## src/lagged_pearson_correlation_macros.svh

```systemverilog
// assertion macros for the lagged pearson correlation block
`ifndef LAGGED_PEARSON_CORRELATION_MACROS_SVH
`define LAGGED_PEARSON_CORRELATION_MACROS_SVH

// property that must hold in the same cycle as the enabling condition, outside reset
`define LPC_ASSERT_IMPL(label, clk, rst, cond, prop, msg) \
  label: assert property (@(posedge clk) disable iff (rst) (cond) |-> (prop)) \
    else $error(msg);

// property that must hold in the cycle after the enabling condition
`define LPC_ASSERT_NEXT(label, clk, rst, cond, prop, msg) \
  label: assert property (@(posedge clk) disable iff (rst) (cond) |=> (prop)) \
    else $error(msg);

`endif

```

## src/lpc_pkg.sv

```systemverilog
// shared types and constants for the lagged pearson correlation block
`timescale 1ns / 1ps
package lpc_pkg;
  localparam int MaxLag     = 64;
  localparam int MaxRows    = 65536;
  localparam int SampleBits = 16;
  localparam int LagW       = $clog2(MaxLag);
  localparam int MagW       = $clog2(MaxLag + 1);
  localparam int CountW     = $clog2(MaxRows + 1);
  localparam int SumW       = CountW + SampleBits;
  localparam int SqW        = CountW + 2 * SampleBits - 1;
  localparam int CrossW     = CountW + 2 * SampleBits;
  localparam int CoefW      = 17;
  localparam int QueueDepth = 2;

  typedef logic signed [SampleBits-1:0] sample_t;

  // one finished stream, handed from the front to the back
  typedef struct packed {
    logic [CountW-1:0]      n;
    logic signed [SumW-1:0] sa;
    logic signed [SumW-1:0] sb;
    logic [SqW-1:0]         saa;
    logic [SqW-1:0]         sbb;
    logic signed [CrossW-1:0] sab;
  } sums_t;
endpackage

```

## src/lpc_front.sv

```systemverilog
// front part: delay line, pairing and running sums
`timescale 1ns / 1ps
module lpc_front (
  input  logic                       clk,
  input  logic                       rst,
  input  logic signed [7:0]          lag,
  input  logic                       in_valid,
  output logic                       in_stall,
  input  lpc_pkg::sample_t           sample_a,
  input  lpc_pkg::sample_t           sample_b,
  input  logic                       accept_a,
  input  logic                       accept_b,
  input  logic                       last,
  output logic                       q_valid,
  input  logic                       q_stall,
  output lpc_pkg::sums_t             q_data
);
  import lpc_pkg::*;
  `include "lagged_pearson_correlation_macros.svh"

  // delay line memory with per-entry written flags (unwritten entries read as zero)
  logic [SampleBits:0] dline [MaxLag];
  logic [MaxLag-1:0]   dvalid;
  logic [LagW-1:0]     wpos;
  logic [MagW-1:0]     seen;
  sums_t               acc;
  logic                fire;

  // registered read of the entry that the next transaction pairs with
  logic [SampleBits:0] rd_data;
  logic                rd_vld;
  logic                rd_fwd;
  logic [SampleBits:0] fwd_data;
  logic signed [7:0]   rd_lag;

  logic signed [8:0]   lag_w;
  logic [MagW-1:0]     mag;
  logic                lpos;
  logic                wr_en;
  logic [SampleBits:0] wr_data;
  logic [LagW-1:0]     wpos_next;
  logic [LagW-1:0]     rpos_next;
  logic [SampleBits:0] old;
  sample_t             a, b;
  logic                aa, ab, have, use_pair;
  logic signed [2*SampleBits-1:0] paa, pbb, pab;
  sums_t               acc_next;

  always_comb begin
    lag_w = {lag[7], lag};
    if (lag_w > 9'(MaxLag)) lag_w = 9'(MaxLag);
    if (lag_w < -9'(MaxLag)) lag_w = -9'(MaxLag);
    lpos = !lag_w[8];
    mag  = lpos ? MagW'(lag_w) : MagW'(-lag_w);
    old  = rd_fwd ? fwd_data : (rd_vld ? rd_data : '0);
    a = sample_a; b = sample_b; aa = accept_a; ab = accept_b;
    have = 1'b1;
    if (mag != '0) begin
      have = seen >= mag;
      if (lpos) begin
        b = old[SampleBits-1:0]; ab = old[SampleBits];
      end else begin
        a = old[SampleBits-1:0]; aa = old[SampleBits];
      end
    end
    use_pair = have && aa && ab && (acc.n < CountW'(MaxRows));
    paa = a * a;
    pbb = b * b;
    pab = a * b;
    acc_next = acc;
    if (use_pair) begin
      acc_next.n   = acc.n + 1'b1;
      acc_next.sa  = acc.sa + SumW'(a);
      acc_next.sb  = acc.sb + SumW'(b);
      acc_next.saa = acc.saa + SqW'($unsigned(paa));
      acc_next.sbb = acc.sbb + SqW'($unsigned(pbb));
      acc_next.sab = acc.sab + CrossW'(pab);
    end
    wr_en   = fire && (mag != '0);
    wr_data = lpos ? {accept_b, sample_b} : {accept_a, sample_a};
    wpos_next = wpos;
    if (wr_en) wpos_next = wpos + 1'b1;
    if (fire && last) wpos_next = '0;
    rpos_next = wpos_next - LagW'(mag);
  end

  // hold off for one cycle after a lag change so the read is refetched
  assign in_stall = (q_valid && q_stall) || (rd_lag != lag);
  assign fire     = in_valid && !in_stall;

  always_ff @(posedge clk) begin
    if (wr_en) dline[wpos] <= wr_data;
    rd_data <= dline[rpos_next];
  end

  always_ff @(posedge clk) begin
    if (rst) begin
      dvalid   <= '0;
      wpos     <= '0;
      seen     <= '0;
      acc      <= '0;
      q_valid  <= 1'b0;
      rd_vld   <= 1'b0;
      rd_fwd   <= 1'b0;
      fwd_data <= '0;
      rd_lag   <= '0;
    end else begin
      rd_lag   <= lag;
      rd_vld   <= dvalid[rpos_next];
      rd_fwd   <= wr_en && (rpos_next == wpos);
      fwd_data <= wr_data;
      if (wr_en) dvalid[wpos] <= 1'b1;
      wpos <= wpos_next;
      if (fire && last) begin
        q_data  <= acc_next;
        q_valid <= 1'b1;
        acc     <= '0;
        seen    <= '0;
      end else begin
        if (q_valid && !q_stall) q_valid <= 1'b0;
        if (fire) begin
          acc <= acc_next;
          if (seen < MagW'(MaxLag)) seen <= seen + 1'b1;
        end
      end
    end
  end

  `LPC_ASSERT_IMPL(a_cnt_cap, clk, rst, 1'b1, acc.n <= CountW'(MaxRows), "pair count over limit")
  `LPC_ASSERT_IMPL(a_seen_cap, clk, rst, 1'b1, seen <= MagW'(MaxLag), "items seen over limit")
  `LPC_ASSERT_NEXT(a_last_clr, clk, rst, fire && last, acc.n == '0, "sums not cleared")
endmodule

```

## config.mk

```make
export PLATFORM = sky130hd
export DESIGN_NAME = lpc_front
export DESIGN_NICKNAME = d
export VERILOG_FILES = /design/src/lpc_pkg.sv /design/src/lpc_front.sv
export VERILOG_INCLUDE_DIRS = /design/src /design/src/src
export SDC_FILE = /design/constraint.sdc
export NUM_CORES = 2
export LEC_CHECK = 0
export BUFFER_PORTS_ARGS = -buffer_cell sky130_fd_sc_hd__buf_2
export CORE_MARGIN = 2
export CORE_UTILIZATION = 35
export CTS_CLUSTER_SIZE = 16
export DETAILED_ROUTE_END_ITERATION = 8
export PLACE_DENSITY_LB_ADDON = 0.08
export SETUP_SLACK_MARGIN = 0.4
export SLEW_MARGIN = 20
export SYNTH_ARGS = -nofsm -noshare
export SYNTH_HDL_FRONTEND = slang
export SYNTH_SLANG_ARGS = --single-unit
```

## constraint.sdc

```tcl
create_clock -name clk -period 24.9 [get_ports clk]
set_input_delay 2.49 -clock clk [delete_from_list [all_inputs] [get_ports clk]]
set_output_delay 2.49 -clock clk [all_outputs]
set_load 0.05 [all_outputs]
```

==> metrics <==
worst min-delay path startpoint dvalid[5]; Final Setup Violations 0; input/output buffers roughly 280; effective utilization at floorplan 35.1%; post-synth net total 9625; commonest register cell after synthesis edfxtp_1; remaining routing DRC violations 0; R2R setup slack 12.87 ns; Highest Clock Rate 69.5 MHz; category of the worst setup path capture point flip-flop; number of filler instances in the final layout 27900; total grt overflow 0; drt wl/cell ~26 um; capture endpoint of the worst hold path dvalid[5]; count of cells resized by post-cts repair 0; remaining max-slew budget at the tightest pin 22.0%; Top-Level Pins 277; core area between 200000 and 300000 um^2; clock transition time at the flip-flop clock pins of the worst setup and hold paths ~0.060 ns; layout cells sized above 1 ~14%; Die X-Extent 543 um; estimated wirelength of the detail-placed design 227 mm; Worst R2R End q_data[136]; reg2reg start rd_fwd; detail-routed via count per cell between 5 and 6; post-synthesis sequential area ratio 45.7%; CTS tree built; TritonCTS Buffers 195; Die Ht 543 um; number of DRC markers in iteration 0 about 4400; type of the most critical hold path reg -> reg; Pre-Repair DR Iteration Count 6; data arrival time of the critical path 15.00 ns; outcome completed; number of global-route vias before repair between 60000 and 70000; share of async-settable or async-resettable flops after synthesis 0%; max-slew violation count 0; Data required, critical path 25.51 ns; cell count after synthesis 8284; CP max FO 43; H-tree levels 4; synth warn 0; Die Area 295000 um^2; worst hold path cell count 2; setup fix buffers added after clock tree synthesis 0; largest net degree at the start of global routing 91; Worst Max-Slew Pin Slew ~1.2 ns; final-stage net count between 9000 and 10000; area growth from synthesis to final layout 12.4%; summed instance area of the synthesized netlist 102000 um^2; class of the most critical setup path in -> reg; longest individual stage delay on the worst path roughly 1.1 ns; number of vias in the routed layout 64200; global routing usage summed across all routing layers a little over a fifth; mean post-synth cell area ~12 um^2; cell repeated most along the worst path fa_1; flop and latch count out of synthesis 1666; final worst path period share 57.8%; unrepaired setup endpoints after global routing no; worst-case clock buffer depth 4; number of sinks driven by the clock tree 1666; clock period minus worst slack 14.39 ns; worst r2r path cells 32; max-cap check violation count 0; final weighted congestion in routability-driven placement 0.867; unique cell type count in the Yosys netlist 102; Clock Root Buffer clkbuf_16; initial antenna violation count 9; clock network latency to the later pin of the worst-skew pair 0.92 ns; Setup Skew 0.120 ns; setup total negative slack 0 ns; Post-CTS Hold Buffers 0; nature of the critical path startpoint input pin; number of enable flip-flop cells after synthesis 1316; first-pass GRT wire length 471 mm; total cell area at the placement stage 108000 um^2; Final Hold Viols 0; total number of placement rows 198; Detailed Route WL 325 mm; remaining antenna violation count after routing 0; final design instance area without fill 114000 um^2; Slowest-stage cell, CP clkinv_1
[worst max path at each step]
stage           start          end  slack (ns)  depth (start not counted)
3_5_place_dp   lag[7]  q_data[136]       10.18                         40
2_1_floorplan  lag[6]    q_data[0]       10.26                          8
4_1_cts        lag[7]  q_data[136]       11.10                         40
3_3_place_gp   lag[7]  q_data[136]       10.34                         39
6_report       lag[7]  q_data[136]       10.51                         39
5_1_grt        lag[7]  q_data[144]        9.89                         40
[metrics by stage]
stage	std cells	hold WS [ns]	util, %	setup WS, ns
6_report	12600	0.464	39.4	10.51
5_1_grt	12600	0.489	39.4	9.89
4_1_cts	12600	0.469	39.4	11.10
3_3_place_gp	12200	0.444	37.3	10.34
2_1_floorplan	8284	0.435	-	10.26
3_5_place_dp	12200	0.454	37.3	10.18
[cells by family after synthesis]
| kind of cell | count (synthesis) | synth area share, % |
|---|---|---|
| and+or+nand+nor | 2169 | 9.06 |
| muxes | 411 | 8.70 |
| xor gates and xnor gates | 350 | 3.01 |
| DFF | 1666 | 45.7 |
| adders and majority gates | 1294 | 22.1 |
| AOI/OAI and AO/OA | 997 | 6.18 |
| buffers and inverters | 1397 | 5.26 |
[flip-flops by register name, summed over array words and instances (netlist names)]
signal / cells
rd_data: 17
rd_vld: 1
dvalid: 64
wpos: 6
seen: 7
dline: 1088
fwd_data: 17
rd_fwd: 1
rd_lag: 8
q_data: 228
q_valid: 1
acc: 228
[critical path: cells and delay by family]
| family | cells | cell delay [ns] |
|---|---|---|
| xor+xnor | 2 | 0.29 |
| compound gates | 10 | 3.72 |
| buf+inv | 8 | 2.16 |
| fa+ha+maj | 9 | 4.01 |
| simple gates | 10 | 2.27 |
[cell usage in the layout (no fill, tap or decap), types with 13 or more instances in the layout]
| cell type | n |
|---|---|
| ha_1 | 452 |
| a21oi_1 | 326 |
| o21bai_1 | 34 |
| a21o_1 | 108 |
| nor2b_1 | 39 |
| o31ai_1 | 17 |
| o21ai_1 | 16 |
| nor2_4 | 45 |
| mux2_2 | 25 |
| and3_1 | 34 |
| clkinv_1 | 44 |
| nand3_1 | 80 |
| or3_1 | 30 |
| clkinv_2 | 28 |
| mux4_2 | 377 |
| bufinv_16 | 13 |
| clkbuf_1 | 39 |
| nor2_1 | 654 |
| clkbuf_16 | 196 |
| nand2_1 | 1021 |
| fa_1 | 839 |
| a31oi_1 | 26 |
| o21ai_0 | 212 |
| and2_1 | 22 |
| buf_2 | 275 |
| dfxtp_1 | 350 |
| xor2_1 | 120 |
| nand2b_1 | 29 |
| nand4_1 | 28 |
| o21a_1 | 42 |
| a211oi_1 | 37 |
| a22oi_1 | 19 |
| xnor2_1 | 226 |
| nor3_1 | 96 |
| inv_1 | 1031 |
| o21ba_2 | 18 |
| edfxtp_1 | 1316 |
| buf_4 | 138 |
| or2_2 | 14 |
[final cells by class]
| class | count | area, um^2 | share of cell area (%) |
|---|---|---|---|
| diodes | 3 | 7.51 | 0.00656 |
| clock buffers | 243 | 5160 | 4.51 |
| clock inverters | 110 | 1040 | 0.908 |
| inverters | 1044 | 3920 | 3.42 |
| multi-input cells | 5221 | 50500 | 44.1 |
| flip-flops and latches | 1666 | 46500 | 40.6 |
| well taps | 3900 | 4880 | 4.26 |
| repair buffers | 413 | 2410 | 2.11 |
[cell usage after synthesis, drive strengths merged (39+ instances only)]
master  count  area, um^2
inv      1039        3900
clkbuf    228         856
a21o      109         818
xnor2     230        2010
edfxtp   1316       39500
o21a       43         323
nor3      100         522
nor2b      39         244
buf       125         584
fa        841       16800
mux4      377        8490
a21oi     333        1680
nand2    1022        3840
o21ai     233        1170
xor2      120        1050
nand3      82         423
a211oi     39         303
ha        453        5670
nor2      705        2680
dfxtp     350        7010
[routing by layer]
| layer | vias to the layer above | wire, um | global-route usage (%) |
|---|---|---|---|
| met5 | - | 0 | 0 |
| li1 | 29000 | - | - |
| met3 | 424 | 13200 | 2.56 |
| met1 | 33300 | 133000 | 27.3 |
| met4 | 0 | 13500 | 8.29 |
| met2 | 1467 | 166000 | 39.0 |
Power is not shown: default switching activity piles up to over one toggle a cycle in this logic, so the estimate is an artifact.
