## src/lagged_pearson_correlation_macros.svh

```systemverilog
// assertion macros for the lagged pearson correlation block
`ifndef LAGGED_PEARSON_CORRELATION_MACROS_SVH
`define LAGGED_PEARSON_CORRELATION_MACROS_SVH

// property that must hold in the same cycle as the enabling condition, outside reset
`define LPC_ASSERT_IMPL(label, clk, rst, cond, prop, msg) \
  label: assert property (@(posedge clk) disable iff (rst) (cond) |-> (prop)) \
    else $error(msg);

// property that must hold in the cycle after the enabling condition
`define LPC_ASSERT_NEXT(label, clk, rst, cond, prop, msg) \
  label: assert property (@(posedge clk) disable iff (rst) (cond) |=> (prop)) \
    else $error(msg);

`endif

```

## src/lpc_pkg.sv

```systemverilog
// shared types and constants for the lagged pearson correlation block
`timescale 1ns / 1ps
package lpc_pkg;
  localparam int MaxLag     = 64;
  localparam int MaxRows    = 65536;
  localparam int SampleBits = 16;
  localparam int LagW       = $clog2(MaxLag);
  localparam int MagW       = $clog2(MaxLag + 1);
  localparam int CountW     = $clog2(MaxRows + 1);
  localparam int SumW       = CountW + SampleBits;
  localparam int SqW        = CountW + 2 * SampleBits - 1;
  localparam int CrossW     = CountW + 2 * SampleBits;
  localparam int CoefW      = 17;
  localparam int QueueDepth = 2;

  typedef logic signed [SampleBits-1:0] sample_t;

  // one finished stream, handed from the front to the back
  typedef struct packed {
    logic [CountW-1:0]      n;
    logic signed [SumW-1:0] sa;
    logic signed [SumW-1:0] sb;
    logic [SqW-1:0]         saa;
    logic [SqW-1:0]         sbb;
    logic signed [CrossW-1:0] sab;
  } sums_t;
endpackage

```

## src/lpc_back.sv

```systemverilog
// back part: variance terms and bit-serial coefficient search
`timescale 1ns / 1ps
module lpc_back (
  input  logic                 clk,
  input  logic                 rst,
  input  logic                 q_valid,
  output logic                 q_stall,
  input  lpc_pkg::sums_t       q_data,
  output logic                 out_valid,
  input  logic                 out_stall,
  output logic signed [16:0]   coefficient,
  output logic [16:0]          pair_count
);
  import lpc_pkg::*;
  `include "lagged_pearson_correlation_macros.svh"

  localparam int W  = 64;
  localparam int BW = 192;

  typedef enum logic [2:0] {S_IDLE, S_MUL, S_PROD, S_RHS, S_SRCH, S_MULB, S_CMP, S_DONE} state_t;
  state_t state;

  sums_t            s;
  logic [2:0]       mstep;
  logic signed [W-1:0] d1, d2, num;
  logic [W-1:0]     m;
  logic [BW-1:0]    bd, rhs, lhs, mul_out;
  logic [BW-1:0]    mul_x;
  logic [W-1:0]     mul_y;
  logic [5:0]       mbit;
  logic             neg, zero;
  logic [15:0]      lo;
  logic [4:0]       bitn;
  logic [16:0]      cand;
  logic [17:0]      odd;
  logic [35:0]      odd_sq;

  // shift-and-add multiplier, one bit a cycle
  logic [BW-1:0] macc;
  logic          mbusy;

  assign q_stall = state != S_IDLE;
  // last trial is full scale, k = 32768
  assign cand    = (bitn == 5'd16) ? 17'd32768 : ({1'b0, lo} | (17'd1 << bitn));
  assign odd     = {cand, 1'b0} - 18'd1;
  assign odd_sq  = odd * odd;

  always_ff @(posedge clk) begin
    if (rst) begin
      state     <= S_IDLE;
      out_valid <= 1'b0;
      mbusy     <= 1'b0;
    end else begin
      if (out_valid && !out_stall && state != S_DONE) out_valid <= 1'b0;
      if (mbusy) begin
        if (mul_y[0]) macc <= macc + mul_x;
        mul_x <= mul_x << 1;
        mul_y <= mul_y >> 1;
        mbit  <= mbit + 1'b1;
        if (mbit == 6'd63) mbusy <= 1'b0;
      end
      case (state)
        S_IDLE: begin
          if (q_valid) begin
            s     <= q_data;
            mstep <= '0;
            state <= S_MUL;
          end
        end
        S_MUL: begin
          // small products done as sequential 64-bit multiplies
          if (!mbusy) begin
            mstep <= mstep + 1'b1;
            case (mstep)
              3'd0: begin mul_x <= BW'(s.n); mul_y <= W'(s.saa); end
              3'd1: begin d1 <= W'(macc); mul_x <= BW'(s.sa); mul_y <= W'(s.sa); end
              3'd2: begin d1 <= d1 - W'(macc); mul_x <= BW'(s.n); mul_y <= W'(s.sbb); end
              3'd3: begin d2 <= W'(macc); mul_x <= BW'(s.sb); mul_y <= W'(s.sb); end
              3'd4: begin d2 <= d2 - W'(macc); mul_x <= BW'(s.n); mul_y <= W'(s.sab); end
              3'd5: begin num <= W'(macc); mul_x <= BW'(s.sa); mul_y <= W'(s.sb); end
              default: begin
                num   <= num - W'(macc);
                state <= S_PROD;
              end
            endcase
            if (mstep != 3'd6) begin
              macc  <= '0;
              mbit  <= '0;
              mbusy <= 1'b1;
            end
          end
        end
        S_PROD: begin
          zero <= (d1 <= 0) || (d2 <= 0);
          neg  <= num[W-1];
          m    <= num[W-1] ? -num : num;
          mul_x <= BW'(d1); mul_y <= d2;
          macc <= '0; mbit <= '0; mbusy <= 1'b1;
          state <= S_RHS;
          mstep <= '0;
        end
        S_RHS: begin
          if (!mbusy) begin
            if (mstep == 3'd0) begin
              bd <= macc;
              mul_x <= BW'(m); mul_y <= m;
              macc <= '0; mbit <= '0; mbusy <= 1'b1;
              mstep <= 3'd1;
            end else begin
              rhs   <= macc << 32;
              lo    <= '0;
              bitn  <= 5'd15;
              state <= zero ? S_DONE : S_SRCH;
            end
          end
        end
        S_SRCH: begin
          // test one coefficient bit: (2k-1)^2 * bd <= rhs
          mul_x <= bd; mul_y <= W'(odd_sq);
          macc <= '0; mbit <= '0; mbusy <= 1'b1;
          state <= S_MULB;
        end
        S_MULB: begin
          if (!mbusy) state <= S_CMP;
        end
        S_CMP: begin
          if (bitn == 5'd16) begin
            state <= S_DONE;
            if (macc <= rhs) lo <= '0;
          end else begin
            if (macc <= rhs) lo <= cand[15:0];
            if (bitn == 5'd0) begin
              bitn  <= 5'd16;
              state <= S_SRCH;
            end else begin
              bitn  <= bitn - 1'b1;
              state <= S_SRCH;
            end
          end
        end
        S_DONE: begin
          if (!out_valid || !out_stall) begin
            // full-scale case: top bit test gives k = 32768
            if (zero) coefficient <= '0;
            else if (bitn == 5'd16 && macc <= rhs)
              coefficient <= neg ? -17'sd32768 : 17'sd32768;
            else coefficient <= neg ? -$signed({1'b0, lo}) : $signed({1'b0, lo});
            pair_count <= 17'(s.n);
            out_valid  <= 1'b1;
            state      <= S_IDLE;
          end
        end
        default: state <= S_IDLE;
      endcase
    end
  end

  `LPC_ASSERT_NEXT(a_out_hold, clk, rst, out_valid && out_stall, out_valid, "result dropped")
  `LPC_ASSERT_IMPL(a_busy, clk, rst, mbusy, state != S_IDLE, "multiplier busy while idle")
  `LPC_ASSERT_IMPL(a_coef, clk, rst, out_valid,
    coefficient <= 17'sd32768 && coefficient >= -17'sd32768, "coefficient out of range")
endmodule

```

## config.mk

```make
export PLATFORM = sky130hd
export DESIGN_NAME = lpc_back
export DESIGN_NICKNAME = d
export VERILOG_FILES = /design/src/lpc_pkg.sv /design/src/lpc_back.sv
export VERILOG_INCLUDE_DIRS = /design/src /design/src/src
export SDC_FILE = /design/constraint.sdc
export NUM_CORES = 2
export LEC_CHECK = 0
export BUFFER_PORTS_ARGS = -buffer_cell sky130_fd_sc_hd__buf_2
export CORE_UTILIZATION = 45
export CTS_CLUSTER_DIAMETER = 100
export CTS_CLUSTER_SIZE = 10
export DETAILED_ROUTE_END_ITERATION = 7
export PLACE_DENSITY_LB_ADDON = 0.12
export SLEW_MARGIN = 20
export SYNTH_ARGS = -nofsm -noshare
export SYNTH_HDL_FRONTEND = slang
export SYNTH_SLANG_ARGS = --single-unit
```

## constraint.sdc

```tcl
create_clock -name clk -period 35.9 [get_ports clk]
set_input_delay 7.18 -clock clk [delete_from_list [all_inputs] [get_ports clk]]
set_output_delay 7.18 -clock clk [all_outputs]
set_load 0.1 [all_outputs]
```

==> reports/qor_table.md <==
| Parameter | Reported |
|:---|:---|
| Max incr delay on CP | 0.73 ns |
| Switching power | 4.711 mW |
| Number of clock sinks | 1355 |
| Share of post-route cells with drive strength above 1 | 7.818% |
| H-Tree Depth | 4 |
| Largest net degree at the start of global routing | 113 |
| Worst path most repeated cell | inv_1 |
| I/O pin total | 268 |
| Fraction of power spent switching nets | 49.37% |
| Buffers added on ports | 267 |
| Most frequent cell after synthesis | edfxtp_1 |
| Nature of the critical path endpoint | flip-flop |
| Number of flops mapped to enable cells by yosys | 1350 |
| Reg power frac | 27.5% |
| Maximum operating frequency | 85.77 MHz |
| Area growth syn-to-layout | 9.748% |
| Largest area contributor in the synthesized netlist | edfxtp_1 |
| Cell internal power dissipation | 4.831 mW |
| Cell types with the largest area share after synthesis | edfxtp_1 (42%), ha_1 (8.6%), a21oi_1 (6.0%) |
| Post-CTS setup buffer count | 0 |
| CTS tree | done |
| Count of final setup violators | 0 |
| Overflow after GRT | 0 |
| Worst-case hold slack | 0.4531 ns |
| Smallest setup slack after layout | 24.24 ns |
| Clk slew on worst S/H paths | 0.06 ns |
| Average cell area after synthesis | 9.707 um2 |
| Arrival time of data at the critical path endpoint | 12.22 ns |
| Min-Delay Path Class | flip-flop to flip-flop |
| Outcome | completed |
| Post-route minimum period | 11.66 ns |
| Final number of hold-violating endpoints | 0 |
| Buffer levels on the longest clock path | 3 |
| Proportion of netlist area held by the largest area contributor | 42.34% |
| Crit path max-delay cell type | xnor2_1 |
| Number of search-and-repair iterations in the first detailed-routing pass | 8 |
| Via total after detailed routing | 82830 |
| Number of DRC markers after the initial detailed-route iteration | 10730 |
| Die Span Y | 463.3 um |
| Half-perimeter wire length after placement | 308000 um |
| Number of nets with antenna violations after detailed routing | 0 |
| Detailed-route DRC error count | 0 |
| Total design power | 9.542 mW |
| Required time of the critical path | 36.46 ns |
| Synthesis warning total | 0 |
| Setup slack at placement | 24.25 ns |
| Power density normalized to cell area | 90.80 mW/mm2 |
| Number of nets produced by synthesis | 10980 |
| Aggregate negative setup slack | 0 ns |
| Overall track demand over capacity in global routing | 36.67% |
| Critical path type | flip-flop to flip-flop |
| Latest clock arrival within the worst-skew pair | 0.87 ns |
| Resized Gates After CTS | 0 |
| Setup repair after global routing missed its margin | false |
| Ranking of synthesized cells by instance count | edfxtp_1 (1350), a21oi_1 (1155), nand2_1 (1042), o21ai_0 (846), inv_1 (722) |
| Layout Nets | 11120 |
| Number of global-route vias before repair | 79370 |
| FF+latch count, synth | 1355 |
| Largest fanout on the critical path | 13 |
| Normalized max-slew margin | 7.407% |
| Routed WL | 402800 um |
| Buffer cell driving the clock tree root | clkbuf_16 |
| Clock Skews | 0.07038 ns |
| Initial core utilization | 45.50% |
| Part of the Yosys area used for sequential elements | 42.44% |
| Critical path startpoint category | flip-flop |
| Detailed-route wire length per cell | 31.32 um |
| Width of the chip | 463.3 um |
| Row Count | 168 |
| Post-CTS Hold Buffers | 0 |
| Vias per Instance | 6.440 |
| Most frequently used flop master after synthesis | edfxtp_1 |
| CORE AREA | 0.2104 mm2 |
| Portion of total power attributed to combinational logic | 56.6% |
| Proportion of power drawn by the clock network | 15.8% |
| Max VDD drop | 84.51 uV |
| Number of CTS-inserted buffers | 157 |
| Share of flip-flops with an asynchronous set or reset after synthesis | 0% |
| Actual transition at the worst max-transition pin | 1.374 ns |
| Final max-slew violation count | 0 |
| Max Cap Viol | 0 |
| Die outline area | 0.2146 mm2 |
| Number of distinct library cells after synthesis | 87 |
| Cells after synthesis | 9864 |
| Synthesized cell area | 0.09575 mm2 |
| Wire length of the first global-routing pass | 573800 um |
| Placer's final routability congestion estimate | 1.023 |
| Final worst path period share | 32.48% |
| Lkg Pwr | 41.57 nW |
| Initial antenna violation count | 30 |
-- worst max-delay path, delay by kind of cell, from the launching register on --
kind | cells | cell delay [ns]
AO/OA/AOI/OAI | 9 | 1.95
XOR/XNOR | 2 | 0.88
adder cells (fa/ha/maj) | 9 | 4.30
buffers and inverters | 8 | 1.35
flip-flops | 1 | 0.45
AND/OR/NAND/NOR | 8 | 2.46
-- flip-flops by register name, summed over array words and instances, names as in the netlist --
register	cells
lo	16
mstep	3
s	228
mbit	6
rhs	160
num	64
zero	1
neg	1
m	64
mul_y	64
coefficient	17
d1	64
mul_x	192
mbusy	1
pair_count	17
bitn	5
out_valid	1
bd	192
d2	64
state	3
macc	192
-- cells by family after synthesis --
kind of cell	after synthesis	share of synthesized area, %
compound gates	3246	20.84
simple gates	2423	11.52
flops	1355	42.44
buf+inv	1225	4.804
fa+ha+maj	888	13.40
xor+xnor	477	4.363
mux	250	2.632
-- cell type report --
cell class,count,area (um2)
flip-flops and latches,1355,40640
diodes,15,37.54
clock inverters,24,441.7
well taps,2805,3510
clock buffers,178,4039
multi-input cells,7284,50780
repair buffers,472,2892
inverters,728,2740
fillers,19590,105300
-- path summary, 6_finish.rpt --
path	from	to	slack, ns	depth (start not counted)
setup / recovery	bitn[0]$_SDFFCE_PP1P_	mul_y[34]$_DFFE_PN_	24.24	36
setup reg to reg	bitn[0]$_SDFFCE_PP1P_	mul_y[34]$_DFFE_PN_	24.24	36
hold / removal	s[215]$_DFFE_PP_	pair_count[4]$_DFFE_PP_	0.45	0
hold reg to reg	s[215]$_DFFE_PP_	pair_count[4]$_DFFE_PP_	0.45	0
-- layer usage --
| layer | up-vias | routed length, um | part of all wire, % | global-route usage (%) |
|---|---|---|---|---|
| met5 | - | 106 | 0.026 | 0 |
| met4 | 16 | 24790 | 6.2 | 19.18 |
| met3 | 876 | 36930 | 9.2 | 7.361 |
| met2 | 4316 | 180900 | 45 | 57.36 |
| met1 | 41060 | 160100 | 40 | 47.94 |
| li1 | 36560 | - | - | - |
-- cell usage in the layout, fill, tap and decap left out, types with 62 or more instances in the layout --
master / count
a211oi_1: 73
a21o_1: 338
a21oi_1: 1152
a221oi_1: 66
a222oi_1: 64
a31oi_1: 64
buf_2: 267
buf_4: 203
clkbuf_16: 158
edfxtp_1: 1350
fa_1: 229
ha_1: 656
inv_1: 721
mux2i_1: 236
nand2_1: 1032
nand3_1: 101
nand4_1: 186
nor2_1: 576
nor3_1: 97
nor4_1: 64
o21ai_0: 840
o21bai_1: 122
o31ai_1: 62
xnor2_1: 289
xor2_1: 188
-- through the flow --
| stage | utilization [%] | cell area, um2 | std cells |
|---|---|---|---|
| 2_1_floorplan | - | 95750 | 9864 |
| 3_3_place_gp | 47.76 | 100500 | 12640 |
| 3_5_place_dp | 47.77 | 100500 | 12640 |
| 4_1_cts | 49.90 | 105000 | 12850 |
| 5_1_grt | 49.93 | 105100 | 12850 |
| 6_report | 49.94 | 105100 | 12860 |
-- power groups by stage --
stage,clock (mW),combinational (mW),sequential [mW]
2_1_floorplan,0,3.40,2.47
3_3_place_gp,0,5.22,2.64
3_5_place_dp,0,5.24,2.64
4_1_cts,1.53,5.27,2.61
5_1_grt,1.58,5.77,2.64
6_report,1.51,5.41,2.62
Note: power is estimated with default switching activity, not from simulation.
